===== src/rtl/core/udt_pkg.sv =====
package udt_pkg;

    // pipeline depth, stage 0 is the offset add, the last stage is the output register
    localparam int STAGES = 15;
    localparam int OCC_W  = $clog2(STAGES + 1);

    typedef logic [STAGES-1:0] stage_en_t;

    // local seconds are biased by 86400 * (719468 + 88 * 146097) so the whole
    // day split runs on non-negative values; 88 eras shift the year by a
    // multiple of 128, which leaves the 7-bit year field untouched
    localparam logic [41:0] DAY_BIAS_SECS = 42'd1172966745600;

    // seconds per day is 128 * 675
    localparam int DAY_DIV      = 675;
    localparam int RECIP_DAY_HI = 388;      // floor(2^18 / 675)
    localparam int RECIP_DAY_LO = 198841;   // floor(2^27 / 675)

    localparam int ERA_DAYS   = 146097;
    localparam int RECIP_ERA  = 459;        // floor(2^26 / 146097)
    localparam int QUAD_DAYS  = 1460;
    localparam int RECIP_QUAD = 179;        // floor(2^18 / 1460)
    localparam int CENT_DAYS  = 36524;
    localparam int ERA_LAST   = 146096;
    localparam int YEAR_DAYS  = 365;
    localparam int RECIP_YEAR = 718;        // floor(2^18 / 365)

    localparam int SIXTY         = 60;
    localparam int RECIP_MIN_SOD = 2184;    // floor(2^17 / 60)
    localparam int RECIP_MIN_HR  = 34;      // floor(2^11 / 60)

    // (year - 1980) mod 128, with 1980 mod 128 = 60
    localparam logic [6:0] YEAR_ADJ = 7'd68;

    localparam logic [31:0] DOS_LOW  = 32'h0021_0000;
    localparam logic [31:0] DOS_HIGH = 32'hff9f_bf7d;

    // first day of each month counted from march 1st
    function automatic logic [8:0] month_start(input logic [3:0] mp);
        logic [8:0] s;
        case (mp)
            4'd0:    s = 9'd0;
            4'd1:    s = 9'd31;
            4'd2:    s = 9'd61;
            4'd3:    s = 9'd92;
            4'd4:    s = 9'd122;
            4'd5:    s = 9'd153;
            4'd6:    s = 9'd184;
            4'd7:    s = 9'd214;
            4'd8:    s = 9'd245;
            4'd9:    s = 9'd275;
            4'd10:   s = 9'd306;
            4'd11:   s = 9'd337;
            default: s = 9'd0;
        endcase
        return s;
    endfunction

endpackage


===== src/rtl/core/udt_if.sv =====
interface udt_in_if;
    logic               valid;
    logic               ready;
    logic signed [39:0] unix_seconds;

    modport source (output valid, output unix_seconds, input ready);
    modport sink (input valid, input unix_seconds, output ready);
endinterface

interface udt_out_if;
    logic        valid;
    logic        ready;
    logic [31:0] dos_word;

    modport source (output valid, output dos_word, input ready);
    modport sink (input valid, input dos_word, output ready);
endinterface

interface udt_cfg_if;
    logic               valid;
    logic               ready;
    logic signed [16:0] utc_offset_seconds;

    modport source (output valid, output utc_offset_seconds, input ready);
    modport sink (input valid, input utc_offset_seconds, output ready);
endinterface


===== src/rtl/core/udt_day_split.sv =====
module udt_day_split (
    input  logic               clk,
    input  udt_pkg::stage_en_t en,
    input  logic [41:0]        secs,
    output logic [25:0]        days,
    output logic [16:0]        sod
);
    import udt_pkg::*;

    // stage 1
    logic [26:0] s1_prod;
    logic [8:0]  s1_qest_next;
    logic [8:0]  s1_qest_reg;
    logic [17:0] s1_hi_reg;
    logic [23:0] s1_lo_reg;

    // stage 2
    logic [18:0] s2_rem;
    logic [8:0]  s2_qh_next;
    logic [9:0]  s2_rh_next;
    logic [8:0]  s2_qh_reg;
    logic [9:0]  s2_rh_reg;
    logic [23:0] s2_lo_reg;

    // stage 3
    logic [26:0] s3_x_next;
    logic [44:0] s3_prod;
    logic [16:0] s3_qest_next;
    logic [26:0] s3_x_reg;
    logic [16:0] s3_qest_reg;
    logic [8:0]  s3_qh_reg;
    logic [6:0]  s3_lo_reg;

    // stage 4
    logic [26:0] s4_rem;
    logic [16:0] s4_q_next;
    logic [9:0]  s4_r_next;
    logic [25:0] days_reg;
    logic [16:0] sod_reg;

    // seconds / 128 split into a high part and a low part, divided by 675 as a long division
    always_comb
    begin
        s1_prod      = 27'(secs[41:24]) * 27'(RECIP_DAY_HI);
        s1_qest_next = s1_prod[26:18];
    end

    always_comb
    begin
        s2_rem = 19'(s1_hi_reg) - 19'(s1_qest_reg) * 19'(DAY_DIV);
        if (s2_rem >= 19'(DAY_DIV))
        begin
            s2_qh_next = s1_qest_reg + 9'd1;
            s2_rh_next = 10'(s2_rem - 19'(DAY_DIV));
        end
        else
        begin
            s2_qh_next = s1_qest_reg;
            s2_rh_next = 10'(s2_rem);
        end
    end

    always_comb
    begin
        s3_x_next    = {s2_rh_reg[9:0], s2_lo_reg[23:7]};
        s3_prod      = 45'(s3_x_next) * 45'(RECIP_DAY_LO);
        s3_qest_next = s3_prod[43:27];
    end

    always_comb
    begin
        s4_rem = s3_x_reg - 27'(s3_qest_reg) * 27'(DAY_DIV);
        if (s4_rem >= 27'(DAY_DIV))
        begin
            s4_q_next = s3_qest_reg + 17'd1;
            s4_r_next = 10'(s4_rem - 27'(DAY_DIV));
        end
        else
        begin
            s4_q_next = s3_qest_reg;
            s4_r_next = 10'(s4_rem);
        end
    end

    always_ff @(posedge clk)
    begin
        if (en[1])
        begin
            s1_qest_reg <= s1_qest_next;
            s1_hi_reg   <= secs[41:24];
            s1_lo_reg   <= secs[23:0];
        end
        if (en[2])
        begin
            s2_qh_reg <= s2_qh_next;
            s2_rh_reg <= s2_rh_next;
            s2_lo_reg <= s1_lo_reg;
        end
        if (en[3])
        begin
            s3_x_reg    <= s3_x_next;
            s3_qest_reg <= s3_qest_next;
            s3_qh_reg   <= s2_qh_reg;
            s3_lo_reg   <= s2_lo_reg[6:0];
        end
        if (en[4])
        begin
            days_reg <= {s3_qh_reg, s4_q_next};
            sod_reg  <= {s4_r_next, s3_lo_reg};
        end
    end

    assign days = days_reg;
    assign sod  = sod_reg;

endmodule


===== src/rtl/core/udt_calendar.sv =====
module udt_calendar (
    input  logic               clk,
    input  udt_pkg::stage_en_t en,
    input  logic [25:0]        days,
    input  logic [16:0]        sod,
    output logic [6:0]         year7,
    output logic [3:0]         month,
    output logic [4:0]         day,
    output logic [15:0]        tod
);
    import udt_pkg::*;

    // stage 5
    logic [34:0] s5_era_prod;
    logic [28:0] s5_min_prod;
    logic [8:0]  s5_era_reg;
    logic [10:0] s5_min_reg;
    logic [25:0] s5_days_reg;
    logic [16:0] s5_sod_reg;

    // stage 6
    logic [25:0] s6_rem;
    logic [16:0] s6_srem;
    logic [8:0]  s6_era_next;
    logic [17:0] s6_doe_next;
    logic [10:0] s6_min_next;
    logic [5:0]  s6_sec_next;
    logic [2:0]  s6_era_reg;
    logic [17:0] s6_doe_reg;
    logic [10:0] s6_min_reg;
    logic [5:0]  s6_sec_reg;

    // stage 7
    logic [25:0] s7_quad_prod;
    logic [16:0] s7_hr_prod;
    logic [2:0]  s7_cent_next;
    logic [7:0]  s7_quad_reg;
    logic [2:0]  s7_cent_reg;
    logic        s7_last_reg;
    logic [5:0]  s7_hr_reg;
    logic [2:0]  s7_era_reg;
    logic [17:0] s7_doe_reg;
    logic [10:0] s7_min_reg;
    logic [5:0]  s7_sec_reg;

    // stage 8
    logic [17:0] s8_qrem;
    logic [7:0]  s8_quad;
    logic [10:0] s8_mrem;
    logic [4:0]  s8_hour;
    logic [5:0]  s8_minute;
    logic [17:0] s8_n_next;
    logic [17:0] s8_n_reg;
    logic [2:0]  s8_era_reg;
    logic [17:0] s8_doe_reg;

    // stage 9
    logic [27:0] s9_prod;
    logic [8:0]  s9_yest_reg;
    logic [17:0] s9_n_reg;
    logic [2:0]  s9_era_reg;
    logic [17:0] s9_doe_reg;

    // stage 10
    logic [17:0] s10_rem;
    logic [8:0]  s10_yoe_next;
    logic [8:0]  s10_yoe_reg;
    logic [2:0]  s10_era_reg;
    logic [17:0] s10_doe_reg;

    // stage 11
    logic [1:0]  s11_cent;
    logic [17:0] s11_doy_wide;
    logic [8:0]  s11_doy_reg;
    logic [8:0]  s11_yoe_reg;
    logic [2:0]  s11_era_reg;

    // stage 12
    logic [3:0]  s12_mp_next;
    logic [3:0]  s12_mp_reg;
    logic [8:0]  s12_doy_reg;
    logic [8:0]  s12_yoe_reg;
    logic [2:0]  s12_era_reg;

    // stage 13
    logic        s13_late;
    logic [8:0]  s13_dom;
    logic [6:0]  year_next;
    logic [3:0]  month_next;
    logic [4:0]  day_next;
    logic [6:0]  year_reg;
    logic [3:0]  month_reg;
    logic [4:0]  day_reg;

    // packed hour, minute and second / 2, carried from stage 8 onward
    logic [15:0] s8_tod_next;
    logic [15:0] tod_reg [13:8];

    // stage 5: estimated era and estimated minute of day
    always_comb
    begin
        s5_era_prod = 35'(days) * 35'(RECIP_ERA);
        s5_min_prod = 29'(sod) * 29'(RECIP_MIN_SOD);
    end

    // stage 6: correct both estimates
    always_comb
    begin
        s6_rem = s5_days_reg - 26'(s5_era_reg) * 26'(ERA_DAYS);
        if (s6_rem >= 26'(ERA_DAYS))
        begin
            s6_era_next = s5_era_reg + 9'd1;
            s6_doe_next = 18'(s6_rem - 26'(ERA_DAYS));
        end
        else
        begin
            s6_era_next = s5_era_reg;
            s6_doe_next = 18'(s6_rem);
        end
        s6_srem = s5_sod_reg - 17'(s5_min_reg) * 17'(SIXTY);
        if (s6_srem >= 17'(SIXTY))
        begin
            s6_min_next = s5_min_reg + 11'd1;
            s6_sec_next = 6'(s6_srem - 17'(SIXTY));
        end
        else
        begin
            s6_min_next = s5_min_reg;
            s6_sec_next = 6'(s6_srem);
        end
    end

    // stage 7: leap corrections of the day of era and the hour estimate
    always_comb
    begin
        s7_quad_prod = 26'(s6_doe_reg) * 26'(RECIP_QUAD);
        s7_cent_next = 3'(s6_doe_reg >= 18'(CENT_DAYS))
                     + 3'(s6_doe_reg >= 18'(2 * CENT_DAYS))
                     + 3'(s6_doe_reg >= 18'(3 * CENT_DAYS))
                     + 3'(s6_doe_reg >= 18'(ERA_LAST));
        s7_hr_prod   = 17'(s6_min_reg) * 17'(RECIP_MIN_HR);
    end

    // stage 8
    always_comb
    begin
        s8_qrem = s7_doe_reg - 18'(s7_quad_reg) * 18'(QUAD_DAYS);
        s8_quad = s7_quad_reg + 8'(s8_qrem >= 18'(QUAD_DAYS));
        s8_n_next = s7_doe_reg - 18'(s8_quad) + 18'(s7_cent_reg) - 18'(s7_last_reg);

        s8_mrem = s7_min_reg - 11'(s7_hr_reg) * 11'(SIXTY);
        if (s8_mrem >= 11'(SIXTY))
        begin
            s8_hour   = 5'(s7_hr_reg + 6'd1);
            s8_minute = 6'(s8_mrem - 11'(SIXTY));
        end
        else
        begin
            s8_hour   = 5'(s7_hr_reg);
            s8_minute = 6'(s8_mrem);
        end
        s8_tod_next = {s8_hour, s8_minute, s7_sec_reg[5:1]};
    end

    // stage 9 and 10: year of era
    always_comb
    begin
        s9_prod = 28'(s8_n_reg) * 28'(RECIP_YEAR);
    end

    always_comb
    begin
        s10_rem      = s9_n_reg - 18'(s9_yest_reg) * 18'(YEAR_DAYS);
        s10_yoe_next = s9_yest_reg + 9'(s10_rem >= 18'(YEAR_DAYS));
    end

    // stage 11: day of the year starting in march
    always_comb
    begin
        s11_cent = 2'(s10_yoe_reg >= 9'd100) + 2'(s10_yoe_reg >= 9'd200)
                 + 2'(s10_yoe_reg >= 9'd300);
        s11_doy_wide = s10_doe_reg
                     - (18'(s10_yoe_reg) * 18'(YEAR_DAYS) + 18'(s10_yoe_reg >> 2)
                        - 18'(s11_cent));
    end

    // stage 12: month index from march
    always_comb
    begin
        s12_mp_next = 4'd0;
        for (int k = 1; k < 12; k++)
        begin
            s12_mp_next = s12_mp_next + 4'(s11_doy_reg >= month_start(4'(k)));
        end
    end

    // stage 13: calendar fields
    always_comb
    begin
        s13_late   = (s12_mp_reg >= 4'd10);
        s13_dom    = s12_doy_reg - month_start(s12_mp_reg) + 9'd1;
        day_next   = s13_dom[4:0];
        month_next = s13_late ? (s12_mp_reg - 4'd9) : (s12_mp_reg + 4'd3);
        // january and february belong to the next civil year
        year_next  = s12_yoe_reg[6:0] + {s12_era_reg, 4'b0000} + 7'(s13_late) + YEAR_ADJ;
    end

    always_ff @(posedge clk)
    begin
        if (en[5])
        begin
            s5_era_reg  <= s5_era_prod[34:26];
            s5_min_reg  <= s5_min_prod[27:17];
            s5_days_reg <= days;
            s5_sod_reg  <= sod;
        end
        if (en[6])
        begin
            s6_era_reg <= s6_era_next[2:0];
            s6_doe_reg <= s6_doe_next;
            s6_min_reg <= s6_min_next;
            s6_sec_reg <= s6_sec_next;
        end
        if (en[7])
        begin
            s7_quad_reg <= s7_quad_prod[25:18];
            s7_cent_reg <= s7_cent_next;
            s7_last_reg <= (s6_doe_reg == 18'(ERA_LAST));
            s7_hr_reg   <= s7_hr_prod[16:11];
            s7_era_reg  <= s6_era_reg;
            s7_doe_reg  <= s6_doe_reg;
            s7_min_reg  <= s6_min_reg;
            s7_sec_reg  <= s6_sec_reg;
        end
        if (en[8])
        begin
            s8_n_reg    <= s8_n_next;
            s8_era_reg  <= s7_era_reg;
            s8_doe_reg  <= s7_doe_reg;
            tod_reg[8]  <= s8_tod_next;
        end
        if (en[9])
        begin
            s9_yest_reg <= s9_prod[26:18];
            s9_n_reg    <= s8_n_reg;
            s9_era_reg  <= s8_era_reg;
            s9_doe_reg  <= s8_doe_reg;
        end
        if (en[10])
        begin
            s10_yoe_reg <= s10_yoe_next;
            s10_era_reg <= s9_era_reg;
            s10_doe_reg <= s9_doe_reg;
        end
        if (en[11])
        begin
            s11_doy_reg <= s11_doy_wide[8:0];
            s11_yoe_reg <= s10_yoe_reg;
            s11_era_reg <= s10_era_reg;
        end
        if (en[12])
        begin
            s12_mp_reg  <= s12_mp_next;
            s12_doy_reg <= s11_doy_reg;
            s12_yoe_reg <= s11_yoe_reg;
            s12_era_reg <= s11_era_reg;
        end
        if (en[13])
        begin
            year_reg  <= year_next;
            month_reg <= month_next;
            day_reg   <= day_next;
        end
        for (int k = 9; k <= 13; k++)
        begin
            if (en[k])
            begin
                tod_reg[k] <= tod_reg[k-1];
            end
        end
    end

    assign year7 = year_reg;
    assign month = month_reg;
    assign day   = day_reg;
    assign tod   = tod_reg[13];

endmodule


===== src/rtl/core/unix_seconds_to_dos_datetime_unit.sv =====
// channel   dir  handshake      payload
// cfg       in   valid / ready  utc_offset_seconds [16:0] signed
// stamp     in   valid / ready  unix_seconds [39:0] signed
// result    out  valid / ready  dos_word [31:0]
//
// one item per cycle sustained while result is ready; the pipeline depth from stamp
// accept to result valid is set by the chain of reciprocal multiply and correct steps
// (day split, era, leap days, year of era, minute and hour of day)
// reset clears every stage valid bit and sets the offset to zero; cfg is always ready
// each stage has a valid bit; a stage holds only when it and every stage after it
// are full, so empty stages fill up while result is stalled
module unix_seconds_to_dos_datetime_unit (
    input logic      clk,
    input logic      rst_n,
    udt_cfg_if.sink  cfg,
    udt_in_if.sink   stamp,
    udt_out_if.source result
);
    import udt_pkg::*;

    logic signed [16:0] offset_reg;

    stage_en_t en;
    stage_en_t valid_next;
    stage_en_t valid_reg;

    logic [41:0] secs_next;
    logic [41:0] secs_reg;

    logic [25:0] days;
    logic [16:0] sod;
    logic [6:0]  year7;
    logic [3:0]  month;
    logic [4:0]  day;
    logic [15:0] tod;

    logic [31:0] packed_dt;
    logic [31:0] dos_next;
    logic [31:0] dos_reg;

    // a stage may load when it or any stage after it is empty, or the result is taken
    always_comb
    begin
        stage_en_t low_mask;
        for (int k = 0; k < STAGES; k++)
        begin
            low_mask = ~(stage_en_t'('1) << k);
            en[k] = result.ready || !(&(valid_reg | low_mask));
        end
    end

    always_comb
    begin
        valid_next[0] = en[0] ? stamp.valid : valid_reg[0];
        for (int k = 1; k < STAGES; k++)
        begin
            valid_next[k] = en[k] ? valid_reg[k-1] : valid_reg[k];
        end
    end

    always_ff @(posedge clk or negedge rst_n)
    begin
        if (!rst_n)
        begin
            valid_reg  <= '0;
            offset_reg <= '0;
        end
        else
        begin
            valid_reg <= valid_next;
            if (cfg.valid)
            begin
                offset_reg <= cfg.utc_offset_seconds;
            end
        end
    end

    // local time plus the day bias, always non-negative
    always_comb
    begin
        secs_next = {{2{stamp.unix_seconds[39]}}, stamp.unix_seconds}
                  + {{25{offset_reg[16]}}, offset_reg}
                  + DAY_BIAS_SECS;
    end

    udt_day_split u_day_split (
        .clk  (clk),
        .en   (en),
        .secs (secs_reg),
        .days (days),
        .sod  (sod)
    );

    udt_calendar u_calendar (
        .clk   (clk),
        .en    (en),
        .days  (days),
        .sod   (sod),
        .year7 (year7),
        .month (month),
        .day   (day),
        .tod   (tod)
    );

    always_comb
    begin
        packed_dt = {year7, month, day, tod};
        if (packed_dt > DOS_HIGH)
        begin
            dos_next = DOS_HIGH;
        end
        else if (packed_dt < DOS_LOW)
        begin
            dos_next = DOS_LOW;
        end
        else
        begin
            dos_next = packed_dt;
        end
    end

    always_ff @(posedge clk)
    begin
        if (en[0])
        begin
            secs_reg <= secs_next;
        end
        if (en[STAGES-1])
        begin
            dos_reg <= dos_next;
        end
    end

    assign cfg.ready       = 1'b1;
    assign stamp.ready     = en[0];
    assign result.valid    = valid_reg[STAGES-1];
    assign result.dos_word = dos_reg;

endmodule


===== src/flat_wrapper.sv =====
// flat-port wrapper written by rule: the top's interface ports become plain ports
module unix_seconds_to_dos_datetime_unit_flat import udt_pkg::*;
  (clk, rst_n, cfg_valid, cfg_utc_offset_seconds, cfg_ready, stamp_valid, stamp_unix_seconds, stamp_ready, result_valid, result_dos_word, result_ready);
  udt_cfg_if cfg_i ();
  udt_in_if stamp_i ();
  udt_out_if result_i ();
  input logic clk;
  input logic rst_n;
  input wire logic [$bits(cfg_i.valid)-1:0] cfg_valid;
  input wire logic [$bits(cfg_i.utc_offset_seconds)-1:0] cfg_utc_offset_seconds;
  output wire logic [$bits(cfg_i.ready)-1:0] cfg_ready;
  input wire logic [$bits(stamp_i.valid)-1:0] stamp_valid;
  input wire logic [$bits(stamp_i.unix_seconds)-1:0] stamp_unix_seconds;
  output wire logic [$bits(stamp_i.ready)-1:0] stamp_ready;
  output wire logic [$bits(result_i.valid)-1:0] result_valid;
  output wire logic [$bits(result_i.dos_word)-1:0] result_dos_word;
  input wire logic [$bits(result_i.ready)-1:0] result_ready;
  assign cfg_i.valid = cfg_valid;
  assign cfg_i.utc_offset_seconds = cfg_utc_offset_seconds;
  assign cfg_ready = cfg_i.ready;
  assign stamp_i.valid = stamp_valid;
  assign stamp_i.unix_seconds = stamp_unix_seconds;
  assign stamp_ready = stamp_i.ready;
  assign result_valid = result_i.valid;
  assign result_dos_word = result_i.dos_word;
  assign result_i.ready = result_ready;
  unix_seconds_to_dos_datetime_unit u_core (.clk(clk), .rst_n(rst_n), .cfg(cfg_i), .stamp(stamp_i), .result(result_i));
endmodule

===== config.mk =====
export PLATFORM = sky130hd
export DESIGN_NAME = unix_seconds_to_dos_datetime_unit_flat
export DESIGN_NICKNAME = d
export VERILOG_FILES = /design/src/rtl/core/udt_pkg.sv /design/src/rtl/core/udt_if.sv /design/src/rtl/core/udt_day_split.sv /design/src/rtl/core/udt_calendar.sv /design/src/rtl/core/unix_seconds_to_dos_datetime_unit.sv /design/src/flat_wrapper.sv
export SDC_FILE = /design/constraint.sdc
export NUM_CORES = 2
export LEC_CHECK = 0
export BUFFER_PORTS_ARGS = -buffer_cell sky130_fd_sc_hd__clkbuf_2
export CORE_MARGIN = 10
export CORE_UTILIZATION = 67
export DETAILED_ROUTE_END_ITERATION = 8
export PLACE_DENSITY = 0.84
export SYNTH_ARGS = -nofsm -noshare
export SYNTH_HDL_FRONTEND = slang
export SYNTH_SLANG_ARGS = --single-unit

===== constraint.sdc =====
create_clock -name clk -period 20.4 [get_ports clk]
set_input_delay 3.06 -clock clk [delete_from_list [all_inputs] [get_ports clk]]
set_output_delay 3.06 -clock clk [all_outputs]
set_load 0.05 [all_outputs]

Word-level counts from Yosys, hierarchy flattened
Memory sizes are Yosys's and may differ from the RTL's. A register that Yosys moved wholly into a read port is not among the register bits. Cells that the tools add are included.

Muxes and demuxes: 25. Reductions and logical operators: 45. Equal/unequal tests: 1. $add $sub $neg: 49. $mul: 15. $lt $le $gt $ge: 28.

Operator list (number): greater-or-equal comparator 9 x 8 -> 1 bit, second input constant (5); multiplier 27 x 18 -> 44 bit, second input constant (1); adder 42 x 41 -> 42 bit, second input constant (1); adder 40 x 17 -> 41 bit (1); greater-or-equal comparator 18 x 17 -> 1 bit, second input constant (2); greater-or-equal comparator 9 bit, second input constant (4); subtractor 18 bit (2); multiplier 26 x 9 -> 35 bit, second input constant (1); > comparator 32 bit, second input constant (1); < comparator 32 x 22 -> 1 bit, second input constant (1); 2-to-1 mux 32 bit (1); adder 4 x 1 -> 4 bit (7); greater-or-equal comparator 27 x 10 -> 1 bit, second input constant (1); greater-or-equal comparator 9 x 7 -> 1 bit, second input constant (3); multiplier 17 x 10 -> 27 bit, second input constant (1); subtractor 27 bit (1); greater-or-equal comparator 26 x 18 -> 1 bit, second input constant (1); multiplier 18 x 8 -> 26 bit, second input constant (1); multiplier 18 x 9 -> 26 bit, second input constant (1); multiplier 9 x 18 -> 26 bit, second input constant (1); subtractor 26 bit (1); multiplier 17 x 9 -> 25 bit, second input constant (1); multiplier 18 x 7 -> 25 bit, second input constant (1); 2-to-1 mux 10 bit (2); other kinds (74) (121).

Memories kept: 2. Word-level logic and storage cells: 232. Bits in read-only memories: 144. Bits in writable memories: 96. Register bits after elaboration: 604.

Memories: (no name shown) (words 16, bits a word 9, read ports 1, clocked after Yosys merged registers in 1, write ports 0, RTL line udt_pkg.sv:41) `case (mp)`; u_core.u_calendar.tod_reg (words 6, bits a word 16, read ports 6, clocked after Yosys merged registers in 0, write ports 6, RTL line udt_calendar.sv:97) `logic [15:0] tod_reg [13:8];`.

Depth between registers and ports, before layout
Word-level depth: 12. Mapped depth: 44. Depth with buffers taken out: 44.

By module
A second synthesis with hierarchy kept.

Cell total of the unflattened synthesis: 5941. Area, all modules: 66980.5 µm².

Modules (own cells, without submodules): udt_calendar (sequential area each 11961.5 µm², times used 1, area an instance 38515.7 µm², cells an instance 3354); udt_day_split (sequential area each 5915.7 µm², times used 1, area an instance 21360.5 µm², cells an instance 1879); unix_seconds_to_dos_datetime_unit (sequential area each 3022.9 µm², times used 1, area an instance 7104.3 µm², cells an instance 708).

Worst setup path before layout
OpenSTA, ideal clock, no wires.

Kind: in2out. Start: input result_ready. End: output stamp_ready. Buffers on the path: 0. Setup slack: 9.372 ns. Cell stages on the path: 9. Required time: 17.340 ns. Arrival time: 7.968 ns. Cells stage by stage: nor2b_1 -> inv_1 -> nor2_1 -> and2_1 -> and3_1 -> and3_1 -> nand3_1 -> nor2_1 -> nand3_1.

Word-level cells in the longest chain between the ends: 1.

RTL lines: from (decl) (RTL line flat_wrapper.sv:17) `input wire logic [$bits(result_i.ready)-1:0] result_ready;`; logical OR 1 bit (RTL line unix_seconds_to_dos_datetime_unit.sv:48) `en[k] = result.ready || !(&(valid_reg | low_mask));`; to (decl) (RTL line flat_wrapper.sv:14) `output wire logic [$bits(stamp_i.ready)-1:0] stamp_ready;`.

Every way passes these cells.

Worst setup path after layout
Ends and elaborated chain as after synthesis.

==> impl_metrics.ini <==
[outcome]
status = complete, no violations

[worst_setup_path]
cp.arrival_ns = 6.99
critPathRequiredTime_ns = 17.34
critPathMaxStageDelay_ns = 0.51
end_kind = output port
critPathBufInv = 5
slowest_stage = nand3_2
crit_chain = clkbuf_2 -> nor2b_1 -> inv_1 -> buf_4 -> nor2_1 -> and2_1 -> and3_1 -> and3_1 -> nand3_2 -> buf_4 -> nor2_1 -> nand3_2 -> clkbuf_2
crit_start = result_ready
critical_path_class = in -> out
cp-start-kind = input pin
r2r_slack_ns = 10.35
worstReg2RegEnd = u_core.u_calendar.s8_n_reg[16]
r2r-start = u_core.u_calendar.s7_quad_reg[2]
crit_family = simple AND/OR/NAND/NOR gates
r2r_cells = 44
worst-path-max-fanout = 62

[yosys]
syn-num-nets = 7647
synth.avg_cell_area_um2 = 11.4
synth_edf_count = 666
netlist_top_cells_area = edfxtp_1 30%, ha_1 22%, fa_1 18%
ys_ff_latch = 703
ys_async_sr_fraction_pct = 4.55
ys_seq_area_share_pct = 31.6
synth_flop_cell = edfxtp_1
yosysWarnings = 0
syn_inst = 5798
synth.distinct_cells = 90
synth.cell_area_um2 = 66100
synth_top_area_share_pct = 30.3
yosysTopAreaCell = edfxtp_1

[placed_design]
port_buffers = 95
placed_cells = 7143
hpwlAfterDp_um = 105000
routabilityCongestion = 0.910

[sta]
final_hold_viol_count = 0
tightest_slew_ns = 1.25
relSlewSlack_pct = 16.8
rsz0062_at_grt = false
finalClockSkew_ns = 0.0555
setup-tns-final_ns = 0
period_needed_ns = 10.05
min_period_over_period_pct = 49.3
max_freq_mhz = 99.5
finalSetupViolCount = 0
report.final.slew_viol_count = 0

[routing]
drtAntennaViolNets = 0
post_drt_wl_per_cell_um = 18.3
drc = 0
drt_iter0_drc = 2563
firstDrtPassIters = 6
viasPerCell = 5.85
routed_wl_um = 133000
vias = 42600

[clocking]
clk_pin_slew_ns = 0.07
cts_max_level = 3
cts_root_buf = clkbuf_16
cts_setup_buffers = 0
cts_tree = done
worstSkewPairLatency_ns = 0.67
clkSinkCount = 703
numCtsBuffers = 78
post_cts_resized = 0
cts_buffer_depth = 3
hold_buffers = 0

[floorplan]
die_w_um = 334
io-pin-count = 97
rows = 115
initial_utilization_pct = 67.4
die_y_um = 334
core_area_um2 = 98100
die_area_um2 = 112000

[min_path]
hold_depth = 0
holdPathEnd = u_core.u_calendar.s9_doe_reg[8]
hold_class = reg -> reg
min-delay-start = u_core.u_calendar.s8_doe_reg[8]

[layout]
drive_gt1_share_pct = 5.32
diodes = 0
layout.cells.non_filler = 7287
most-common-layout-cells = 1,184 x ha_1, 1,108 x inv_1, 666 x edfxtp_1
syn_to_final_growth_pct = 7.05
multiInputGateArea_um2 = 40800
largest_register_ffs = 96
nets = 7785
seqCellArea_um2 = 20900
fill_cells = 6415
final_common_cell = ha_1

[global_route]
grt-ovfl-total = 0
grt_pass1_vias = 45600
grt_pass1_wl_um = 222000
grt_max_degree = 64
grtUsageTotal_pct = 24.2
antenna_found_initial = 0

[flow_run]
cap_violations = 0
## metrics by stage
stage	utilization (%)	instance area [um2]	hold slack [ns]	setup WS [ns]
2_1_floorplan	-	66100	0.400	9.37
3_3_place_gp	69.4	68100	0.400	10.70
3_5_place_dp	69.4	68100	0.405	10.45
4_1_cts	72.1	70800	0.406	10.37
5_1_grt	72.1	70800	0.409	9.71
6_report	72.1	70800	0.401	10.35
## metal layers
layer / track usage [%] / vias to the layer above / part of all wire [%]
met5: 0 / - / 0
met4: 9.26 / 0 / 3.7
met3: 3.31 / 337 / 4.5
met2: 45.2 / 1136 / 53
met1: 27.8 / 21000 / 39
li1: - / 20200 / -
## final cells by class
type | count | share of cell area [%]
multi-input cells | 3928 | 57.7
flip-flops and latches | 703 | 29.5
inverters | 1112 | 5.90
clock buffers | 96 | 2.91
well taps | 1287 | 2.28
repair buffers | 113 | 0.863
clock inverters | 48 | 0.812
## synthesized netlist by cell type (18+ instances only)
| library cell | number |
|---|---|
| a21o_1 | 110 |
| or3_1 | 20 |
| clkbuf_1 | 45 |
| nand4_1 | 40 |
| nor3_1 | 73 |
| o21a_1 | 54 |
| and3_1 | 36 |
| o31ai_1 | 18 |
| nand2b_1 | 62 |
| or2_2 | 20 |
| xnor2_1 | 251 |
| o21ai_0 | 146 |
| and2_1 | 26 |
| o211ai_1 | 31 |
| nor4_1 | 22 |
| nor2b_1 | 42 |
| dfrtp_1 | 32 |
| a211oi_1 | 35 |
| xor2_1 | 114 |
| a21boi_0 | 29 |
| nand3_1 | 76 |
| ha_1 | 1184 |
| mux2_2 | 29 |
| a31oi_1 | 28 |
| fa_1 | 603 |
| o21bai_1 | 40 |
| mux2i_1 | 21 |
| inv_1 | 1112 |
| nand2_1 | 177 |
| a21oi_1 | 208 |
| nor2_1 | 210 |
| edfxtp_1 | 666 |
## logic make-up after synthesis
logic type	share of synthesized area, %
AND/OR/NAND/NOR	6.55
AO/OA/AOI/OAI	8.78
flip-flops	31.6
multiplexers	0.863
XOR/XNOR	4.84
other	0.00567
adder cells (fa/ha/maj)	40.7
buffers and inverters	6.66
## how the worst max path moves through the flow
stage	end	slack (ns)	cells past startpoint
4_1_cts	u_core.u_calendar.s8_n_reg[16]	10.37	44
3_5_place_dp	u_core.u_calendar.s8_n_reg[16]	10.45	44
5_1_grt	u_core.u_calendar.s8_n_reg[16]	9.71	44
2_1_floorplan	stamp_ready	9.37	9
6_report	stamp_ready	10.35	13
3_3_place_gp	u_core.u_calendar.s8_n_reg[16]	10.70	44
Power is left out: the tool's default activity adds up to more than one toggle a clock period on the data nets, which glitch-free logic cannot reach.
